### src/pgkd_pkg.sv
// shared types, constants and the arc tangent table of the path gap and kink detector
`timescale 1ns / 1ps
package pgkd_pkg;

    localparam int COORD_W = 32;
    localparam int DELTA_W = 33;
    localparam int LEN_W   = 34;
    localparam int RAD_W   = 68;
    localparam int ANG_W   = 16;
    localparam int CONF_W  = 17;
    localparam int ENTRY_W = 3 * DELTA_W + COORD_W + LEN_W;
    localparam int ATAN_STEPS = 22;

    localparam logic [CONF_W-1:0] GAP_CONF  = 17'd58982;
    localparam logic [CONF_W-1:0] CONF_ONE  = 17'd65536;
    localparam logic [ANG_W-1:0]  ANGLE_MAX = 16'd46080;
    localparam logic [27:0]       Z_QUARTER = 28'd5898240;

    // register indexes of the configuration port
    localparam logic [1:0] CFG_KINK_THR   = 2'd0;
    localparam logic [1:0] CFG_GAP_RATIO  = 2'd1;
    localparam logic [1:0] CFG_MIN_POINTS = 2'd2;

    localparam logic [15:0] KINK_THR_RST   = 16'd1280;
    localparam logic [15:0] GAP_RATIO_RST  = 16'd1280;
    localparam logic [8:0]  MIN_POINTS_RST = 9'd8;

    // commands from the controller to the datapath
    typedef struct packed {
        logic load;
        logic sq;
        logic root_len;
        logic store;
        logic eval_init;
        logic med_start;
        logic med_scan;
        logic med_bit;
        logic thr_mul;
        logic idx_zero;
        logic idx_one;
        logic idx_inc;
        logic gap_take;
        logic red_load;
        logic red_run;
        logic base_take;
        logic kmul;
        logic kdiff;
        logic ksq;
        logic root_cross;
        logic cordic_init;
        logic cordic_run;
        logic kink_eval;
        logic conf_fixed;
        logic div_go;
        logic emit;
        logic path_clr;
    } cmd_t;

    // status from the datapath to the controller
    typedef struct packed {
        logic seg;
        logic last;
        logic root_busy;
        logic eval_ok;
        logic scan_done;
        logic med_last;
        logic gap_hit;
        logic gap_tnz;
        logic idx_last;
        logic len_zero;
        logic red_busy;
        logic cordic_busy;
        logic atime_set;
        logic need_div;
        logic div_busy;
        logic out_free;
    } sts_t;

    // atan(2^-i) in degrees times 65536, rounded to nearest
    function automatic logic [21:0] atan_deg(input logic [4:0] i);
        logic [21:0] r;
        case (i)
            5'd0:  r = 22'd2949120;
            5'd1:  r = 22'd1740967;
            5'd2:  r = 22'd919879;
            5'd3:  r = 22'd466945;
            5'd4:  r = 22'd234379;
            5'd5:  r = 22'd117304;
            5'd6:  r = 22'd58666;
            5'd7:  r = 22'd29335;
            5'd8:  r = 22'd14668;
            5'd9:  r = 22'd7334;
            5'd10: r = 22'd3667;
            5'd11: r = 22'd1833;
            5'd12: r = 22'd917;
            5'd13: r = 22'd458;
            5'd14: r = 22'd229;
            5'd15: r = 22'd115;
            5'd16: r = 22'd57;
            5'd17: r = 22'd29;
            5'd18: r = 22'd14;
            5'd19: r = 22'd7;
            5'd20: r = 22'd4;
            5'd21: r = 22'd2;
            default: r = 22'd0;
        endcase
        return r;
    endfunction

endpackage

### src/pgkd_ctrl.sv
// sequencing state machine of the path gap and kink detector
`timescale 1ns / 1ps
module pgkd_ctrl (
    input  logic           aclk,
    input  logic           aresetn,
    input  logic           s_tvalid,
    output logic           s_tready,
    input  pgkd_pkg::sts_t sts,
    output pgkd_pkg::cmd_t cmd
);
    typedef enum logic [27:0] {
        S_IDLE    = 28'b1 << 0,
        S_PT      = 28'b1 << 1,
        S_LGO     = 28'b1 << 2,
        S_LROOT   = 28'b1 << 3,
        S_STORE   = 28'b1 << 4,
        S_CHECK   = 28'b1 << 5,
        S_MSTART  = 28'b1 << 6,
        S_MSCAN   = 28'b1 << 7,
        S_MBIT    = 28'b1 << 8,
        S_THR     = 28'b1 << 9,
        S_GRD     = 28'b1 << 10,
        S_GCHK    = 28'b1 << 11,
        S_BRD     = 28'b1 << 12,
        S_BLD     = 28'b1 << 13,
        S_BRED    = 28'b1 << 14,
        S_KRD     = 28'b1 << 15,
        S_KLD     = 28'b1 << 16,
        S_KRED    = 28'b1 << 17,
        S_KDIFF   = 28'b1 << 18,
        S_KSQ     = 28'b1 << 19,
        S_KSUM    = 28'b1 << 20,
        S_KROOT   = 28'b1 << 21,
        S_KCOR    = 28'b1 << 22,
        S_KEVAL   = 28'b1 << 23,
        S_KNEXT   = 28'b1 << 24,
        S_FIN     = 28'b1 << 25,
        S_DIV     = 28'b1 << 26,
        S_EMIT    = 28'b1 << 27
    } state_t;

    state_t state_reg, state_next;

    always_ff @(posedge aclk) begin
        if (!aresetn) begin
            state_reg <= S_IDLE;
        end else begin
            state_reg <= state_next;
        end
    end

    assign s_tready = (state_reg == S_IDLE);

    // next state and commands
    always_comb begin
        state_next = state_reg;
        cmd        = '0;
        case (state_reg)
            S_IDLE: begin
                if (s_tvalid) begin
                    cmd.load   = 1'b1;
                    state_next = S_PT;
                end
            end
            S_PT: begin
                cmd.sq = 1'b1;
                if (sts.seg) begin
                    state_next = S_LGO;
                end else if (sts.last) begin
                    state_next = S_CHECK;
                end else begin
                    state_next = S_IDLE;
                end
            end
            S_LGO: begin
                cmd.root_len = 1'b1;
                state_next   = S_LROOT;
            end
            S_LROOT: begin
                if (!sts.root_busy) begin
                    state_next = S_STORE;
                end
            end
            S_STORE: begin
                cmd.store  = 1'b1;
                state_next = sts.last ? S_CHECK : S_IDLE;
            end
            S_CHECK: begin
                cmd.eval_init = 1'b1;
                state_next    = sts.eval_ok ? S_MSTART : S_FIN;
            end
            // median by one bit of the length per scan
            S_MSTART: begin
                cmd.med_start = 1'b1;
                state_next    = S_MSCAN;
            end
            S_MSCAN: begin
                if (sts.scan_done) begin
                    state_next = S_MBIT;
                end else begin
                    cmd.med_scan = 1'b1;
                end
            end
            S_MBIT: begin
                cmd.med_bit = 1'b1;
                state_next  = sts.med_last ? S_THR : S_MSTART;
            end
            // gap scan
            S_THR: begin
                cmd.thr_mul = 1'b1;
                cmd.idx_one = 1'b1;
                state_next  = S_GRD;
            end
            S_GRD: begin
                state_next = S_GCHK;
            end
            S_GCHK: begin
                if (sts.gap_hit) begin
                    cmd.gap_take = 1'b1;
                    cmd.idx_zero = 1'b1;
                    state_next   = sts.gap_tnz ? S_FIN : S_BRD;
                end else if (sts.idx_last) begin
                    cmd.idx_zero = 1'b1;
                    state_next   = S_BRD;
                end else begin
                    cmd.idx_inc = 1'b1;
                    state_next  = S_GRD;
                end
            end
            // base segment
            S_BRD: begin
                state_next = S_BLD;
            end
            S_BLD: begin
                cmd.red_load = 1'b1;
                state_next   = S_BRED;
            end
            S_BRED: begin
                if (sts.red_busy) begin
                    cmd.red_run = 1'b1;
                end else begin
                    cmd.base_take = 1'b1;
                    cmd.idx_one   = 1'b1;
                    state_next    = S_KRD;
                end
            end
            // kink scan
            S_KRD: begin
                state_next = S_KLD;
            end
            S_KLD: begin
                if (sts.len_zero) begin
                    state_next = S_KNEXT;
                end else begin
                    cmd.red_load = 1'b1;
                    state_next   = S_KRED;
                end
            end
            S_KRED: begin
                if (sts.red_busy) begin
                    cmd.red_run = 1'b1;
                end else begin
                    cmd.kmul   = 1'b1;
                    state_next = S_KDIFF;
                end
            end
            S_KDIFF: begin
                cmd.kdiff  = 1'b1;
                state_next = S_KSQ;
            end
            S_KSQ: begin
                cmd.ksq    = 1'b1;
                state_next = S_KSUM;
            end
            S_KSUM: begin
                cmd.root_cross = 1'b1;
                state_next     = S_KROOT;
            end
            S_KROOT: begin
                if (!sts.root_busy) begin
                    cmd.cordic_init = 1'b1;
                    state_next      = S_KCOR;
                end
            end
            S_KCOR: begin
                if (sts.cordic_busy) begin
                    cmd.cordic_run = 1'b1;
                end else begin
                    state_next = S_KEVAL;
                end
            end
            S_KEVAL: begin
                cmd.kink_eval = 1'b1;
                state_next    = S_KNEXT;
            end
            S_KNEXT: begin
                if (sts.atime_set || sts.idx_last) begin
                    state_next = S_FIN;
                end else begin
                    cmd.idx_inc = 1'b1;
                    state_next  = S_KRD;
                end
            end
            // confidence and result
            S_FIN: begin
                cmd.conf_fixed = 1'b1;
                if (sts.need_div) begin
                    cmd.div_go = 1'b1;
                    state_next = S_DIV;
                end else begin
                    state_next = S_EMIT;
                end
            end
            S_DIV: begin
                if (!sts.div_busy) begin
                    state_next = S_EMIT;
                end
            end
            S_EMIT: begin
                if (sts.out_free) begin
                    cmd.emit     = 1'b1;
                    cmd.path_clr = 1'b1;
                    state_next   = S_IDLE;
                end
            end
            default: begin
                state_next = S_IDLE;
            end
        endcase
    end
endmodule

### config.mk
export PLATFORM = sky130hd
export DESIGN_NAME = pgkd_ctrl
export DESIGN_NICKNAME = d
export VERILOG_FILES = /design/src/pgkd_pkg.sv /design/src/pgkd_ctrl.sv
export SDC_FILE = /design/constraint.sdc
export NUM_CORES = 1
export LEC_CHECK = 0
export BUFFER_PORTS_ARGS = -buffer_cell sky130_fd_sc_hd__buf_2
export CAP_MARGIN = 15
export CORE_UTILIZATION = 52
export DETAILED_ROUTE_END_ITERATION = 6
export HOLD_SLACK_MARGIN = 0.03
export PLACE_DENSITY_LB_ADDON = 0.3
export SLEW_MARGIN = 0
export SYNTH_ARGS = -nofsm -noshare
export SYNTH_HDL_FRONTEND = slang
export SYNTH_SLANG_ARGS = --single-unit
### constraint.sdc
create_clock -name aclk -period 3.52 [get_ports aclk]
set_input_delay 0.704 -clock aclk [delete_from_list [all_inputs] [get_ports aclk]]
set_output_delay 0.704 -clock aclk [all_outputs]
set_load 0.01 [all_outputs]
==> results of run 1 <==
[path summary, 6_finish.rpt]
check | slack (ps) | cells past startpoint | endpoint | start
setup / recovery | 110 | 6 | cmd[13] | state_reg[19]
hold / removal | 530 | 2 | state_reg[11] | state_reg[10]
setup reg to reg | 560 | 8 | state_reg[8] | state_reg[14]
hold reg to reg | 530 | 2 | state_reg[11] | state_reg[10]
[worst reg2reg max path, stage by stage (launching register included)]
cell,delay (ps)
dfxtp_1,400
nor4_4,430
nand3_4,220
or4_4,560
o32a_1,370
nand4_2,230
or2_1,350
buf_4,230
nor4_1,60
[metal layers]
layer / wire length, um / global-route usage / part of all wire
met4: 87 / 0.0930 / 0.018
met2: 2200 / 0.438 / 0.46
met5: 0 / 0 / 0
met3: 351 / 0.0195 / 0.073
met1: 2180 / 0.390 / 0.45
[metrics by stage]
stage,worst slack (ps),power (mW),instance area [um2],instances
after floorplan,511,0.436,1770,227
after global placement,449,0.485,2040,315
after detailed placement,387,0.488,2040,315
after CTS,12.7,0.649,2080,319
after global routing,-7.10,0.690,2140,321
final,106,0.658,2140,321
[Yosys cell counts (2+ instances only)]
library cell  count  area (um2)
a21oi_1          11        55.1
a31oi_1           2        12.5
a41oi_1           2        17.5
and2_1            4        25.0
and3_1            4        25.0
buf_4             2        15.0
buf_6             2        22.5
clkbuf_1          2        7.51
dfxtp_1          28         561
inv_1            11        41.3
nand2_1          13        48.8
nand2b_1          4        25.0
nand3_1          10        50.1
nand4_1           3        18.8
nand4b_1          6        52.6
nor2_1           40         150
nor3_1           11        55.1
nor3b_1           6        45.0
nor4_1           10        62.6
nor4_2            6        75.1
nor4b_1           6        52.6
o21ai_0          11        55.1
or3b_2            2        17.5
or4_1             2        15.0
or4b_2            2        20.0
xor2_1            5        43.8
[layout make-up]
cell class,instances,area (um2),share of cell area
Sequential cell,28,564,0.264
Multi-Input combinational cell,180,1150,0.540
Timing Repair Buffer,53,283,0.132
Clock buffer,4,36.3,0.0170
Tap cell,44,55.1,0.0258
Inverter,12,45.0,0.0211
[power breakdown]
group          switching (mW)  internal, mW  leakage (nW)
clock network           0.104        0.0635        0.0210
logic                   0.102        0.0603         0.709
registers             0.00617         0.323         0.228
total                   0.211         0.447         0.958
[what timing repair did]
item	CTS	global route
pin swaps	0	4
endpoints found under the setup margin	1	4
resized for setup	1	9
setup buffers	0	2
[logic make-up (layout without fill, tap and decap cells)]
group,Yosys count,count (layout),synth area share
mux,1,1,0.00567
xor+xnor,6,6,0.0297
flops,28,28,0.317
buf+inv,19,69,0.0538
simple gates,139,139,0.475
compound gates,34,34,0.119
==> results.json, run 1 <==
{
  "leakage_nw": 0.958,
  "drt-initial-drc-count": 134,
  "drive_above_1_share": 0.282,
  "cp-start-kind": "flip-flop",
  "clock-sinks": 28,
  "fillers": 268,
  "synth_edf_count": 0,
  "drc": 0,
  "drt_pass1_iterations": 6,
  "fin_util": 0.683,
  "die_area_um2": 3630,
  "syn_inst": 227,
  "synth_flop_cell": "dfxtp_1",
  "ys_seq_area_frac": 0.317,
  "place_hpwl_um": 3630,
  "port_buffers": 46,
  "syn-cell-area_um2": 1770,
  "cts.clk_slew.worst_paths_ps": 160,
  "critPathTopFamily": "simple AND/OR/NAND/NOR gates",
  "grt_pass1_wl_um": 7490,
  "antenna_found_initial": 0,
  "die_x_um": 60.3,
  "yosysUniqueCellTypes": 48,
  "nNetsFinal": 297,
  "synth_area_per_cell_um2": 7.78,
  "largest_register_ffs": 28,
  "slowest_delay_ps": 640,
  "cts_hold_buffers": 0,
  "arrival_ps": 2710,
  "ir_worst_vdd_uv": 200,
  "end_kind": "primary output",
  "async_flop_share": 0,
  "cp_cell_sequence": "nor4_4 -> nand3_2 -> or4_4 -> or4b_2 -> o21ai_0 -> buf_2",
  "grt_pass1_vias": 1595,
  "vias": 1945,
  "grtUsageTotal": 0.276,
  "cp_slowest_cell": "or4b_2",
  "clk_path_buf_depth": 2,
  "insertedDiodeCount": 0,
  "worst-path-max-fanout": 7,
  "routed_via_density": 6.06,
  "numCtsBuffers": 3,
  "antenna_left": 0,
  "die_y_um": 60.3,
  "powerDensity_nw_per_um2": 308,
  "ys_warn_count": 0,
  "cp_num_buf_inv": 1,
  "io_pins": 47,
  "setup_tns_ps": 0,
  "cp.required_ps": 2820,
  "syn_nets": 246,
  "layout_common_cells": "buf_2, nor2_1, dfxtp_1, nand2_1",
  "crit_type": "flip-flop to primary output",
  "wire_per_inst_um": 15.0,
  "final.min_clock_period_ps": 3410,
  "skew_ps": 7.64,
  "initial_core_util": 0.565,
  "core_area_um2": 3130,
  "tightestPinTransition_ps": 610,
  "grt_max_degree": 16,
  "gp_congestion": 0.950,
  "slew-limit-headroom": 0.590,
  "worstSkewPairLatency_ps": 340,
  "hold_viol": 0,
  "outcome": "complete, no violations",
  "max_freq_mhz": 293,
  "grt-ovfl-total": 0,
  "wirelength_um": 4810,
  "cts_tree": "yes",
  "finalCritPeriodShare": 0.970,
  "slew_violations": 0,
  "cts_htree_levels": 1,
  "cap_violations": 0,
  "num_rows": 20,
  "syn2layout_area_growth_pct": 20.9,
  "setup_viol": 0,
  "synth_seq_cells": 28,
  "mostFrequentLayoutCell": "buf_2",
  "finalHoldWorstSlack_ps": 535,
  "cts-root-buf": "clkbuf_4",
  "hold_class": "flip-flop to flip-flop"
}
Power figures use the tool's default switching activity.
==> run 2, diff against run 1 <==
CELL_PAD_IN_SITES_DETAIL_PLACEMENT = 2   (was unset)
CELL_PAD_IN_SITES_GLOBAL_PLACEMENT = 2   (was unset)
CORE_MARGIN = 2   (was unset)
CORE_UTILIZATION = 30   (was 52)
CTS_BUF_LIST = sky130_fd_sc_hd__clkbuf_4 sky130_fd_sc_hd__clkbuf_8   (was unset)
==> results.json, run 2 (synthesis gave the netlist of run 1 again) <==
{
  "tightestPinTransition_ps": 569,
  "cts_hold_buffers": 0,
  "antenna_left": 0,
  "antenna_found_initial": 0,
  "insertedDiodeCount": 0,
  "nNetsFinal": 298,
  "setup_tns_ps": 0,
  "post-cts-setup-buffers": 0,
  "met3_length_um": 178,
  "cts.clk_slew.worst_paths_ps": 110,
  "num_rows": 27,
  "cp_cell_sequence": "nor4_2 -> nand3_1 -> or4_1 -> or4b_2 -> o21ai_0 -> buf_2",
  "end_kind": "primary output",
  "cp-start-kind": "flip-flop",
  "initial_core_util": 0.315,
  "hold_class": "flip-flop to flip-flop",
  "p_clk_frac": 0.302,
  "drt_pass1_iterations": 4,
  "wl_met2_um": 3080,
  "ir_worst_vdd_uv": 168,
  "wl_met1_um": 3000,
  "skew_ps": 6.45,
  "die_x_um": 80.7,
  "switchingPower_mw": 0.232,
  "slew-limit-headroom": 0.617,
  "worst-path-max-fanout": 8,
  "mostFrequentLayoutCell": "buf_2",
  "die_y_um": 80.7,
  "max_freq_mhz": 297,
  "port_buffers": 46,
  "largest_register_ffs": 28,
  "fillers": 711,
  "place_hpwl_um": 5040,
  "core_area_um2": 5610,
  "final.min_clock_period_ps": 3370,
  "cap_violations": 0,
  "grt-ovfl-total": 0,
  "numCtsBuffers": 3,
  "p_int_mw": 0.481,
  "switching_share": 0.326,
  "outcome": "complete, no violations",
  "slowest_delay_ps": 660,
  "worstSkewPairLatency_ps": 290,
  "cts_tree": "yes",
  "comb_power_share": 0.235,
  "die_area_um2": 6520,
  "syn2layout_area_growth_pct": 22.5,
  "setup_viol": 0,
  "grtUsageTotal": 0.208,
  "routed_via_density": 5.65,
  "clock-sinks": 28,
  "seq_power_share": 0.462,
  "arrival_ps": 2670,
  "grt_max_degree": 16,
  "multi_input_area_um2": 1120,
  "wire_per_inst_um": 18.1,
  "vias": 1979,
  "drc": 0,
  "wirelength_um": 6340,
  "gp_congestion": 0.827,
  "cts-root-buf": "clkbuf_8",
  "hold_viol": 0,
  "io_pins": 47,
  "seqCellArea_um2": 561,
  "crit_type": "flip-flop to primary output",
  "cp_slowest_cell": "or4b_2",
  "rsz0062_at_grt": "no",
  "powerDensity_nw_per_um2": 329,
  "totalPowerFinal_mw": 0.713,
  "grt_pass1_vias": 2046,
  "cts_htree_levels": 1,
  "grt_pass1_wl_um": 10400,
  "clk_path_buf_depth": 2,
  "top_layer": "met4",
  "drt-initial-drc-count": 80,
  "finalCritPeriodShare": 0.957,
  "cp.required_ps": 2820,
  "slew_violations": 0,
  "drive_above_1_share": 0.266,
  "leakage_nw": 0.956,
  "layout_common_cells": "buf_2, nor2_1, dfxtp_1, nand2_1"
}
==> run 2: cell count changes in the layout (fill, tap and decap cells not counted), moves of 3 or more <==
cell	change
clkbuf_8	+3
clkbuf_4	-3
dfxtp_2	-3
dfxtp_1	+3
==> run 2: metal layers <==
layer | vias to the layer above | GRT usage
met5 | - | 0
met4 | 0 | 0.0610
met3 | 7 | 0.0189
met2 | 34 | 0.362
met1 | 997 | 0.273
li1 | 941 | -
==> run 2: power by group through the flow <==
stage	clock network [mW]	logic (mW)	registers [mW]
floorplan	0	0.102	0.335
global placement	0	0.162	0.335
finish	0.216	0.168	0.330
CTS	0.222	0.167	0.329
global route	0.233	0.184	0.331
detailed placement	0	0.166	0.337
==> run 2: final cells by class <==
type                            count  area share
Multi-Input combinational cell    180       0.519
Inverter                           12      0.0208
Clock buffer                        4      0.0254
Tap cell                           72      0.0416
Sequential cell                    28       0.259
Timing Repair Buffer               54       0.134
==> run 2: through the flow <==
step           hold slack (ps)  area (um2)  setup WS [ps]   util  std cells
2_1_floorplan              468        1770            511      -        227
3_3_place_gp               497        2100            479  0.374        346
3_5_place_dp               529        2100            425  0.374        346
4_1_cts                    551        2150           81.6  0.384        350
5_1_grt                    575        2160           8.27  0.386        350
6_report                   547        2160            150  0.386        350
==> run 2: final timing paths <==
| kind | start | end | slack, ps | depth (start not counted) |
|---|---|---|---|---|
| min reg2reg | state_reg[10] | state_reg[11] | 550 | 2 |
| max reg2reg | state_reg[12] | state_reg[20] | 540 | 9 |
| max | state_reg[18] | cmd[13] | 150 | 6 |
| min | state_reg[10] | state_reg[11] | 550 | 2 |
==> run 2: critical path: cells and delay by family (launching register included) <==
family          cells  cell delay [ps]
compound gates      1              100
simple gates        4             1720
buf+inv             1              150
flops               1              410
==> run 2: what timing repair did <==
action / in CTS / in global routing
resized for setup: 0 / 2
setup endpoints to repair: 0 / 2
endpoints found under the hold margin: 0 / 0
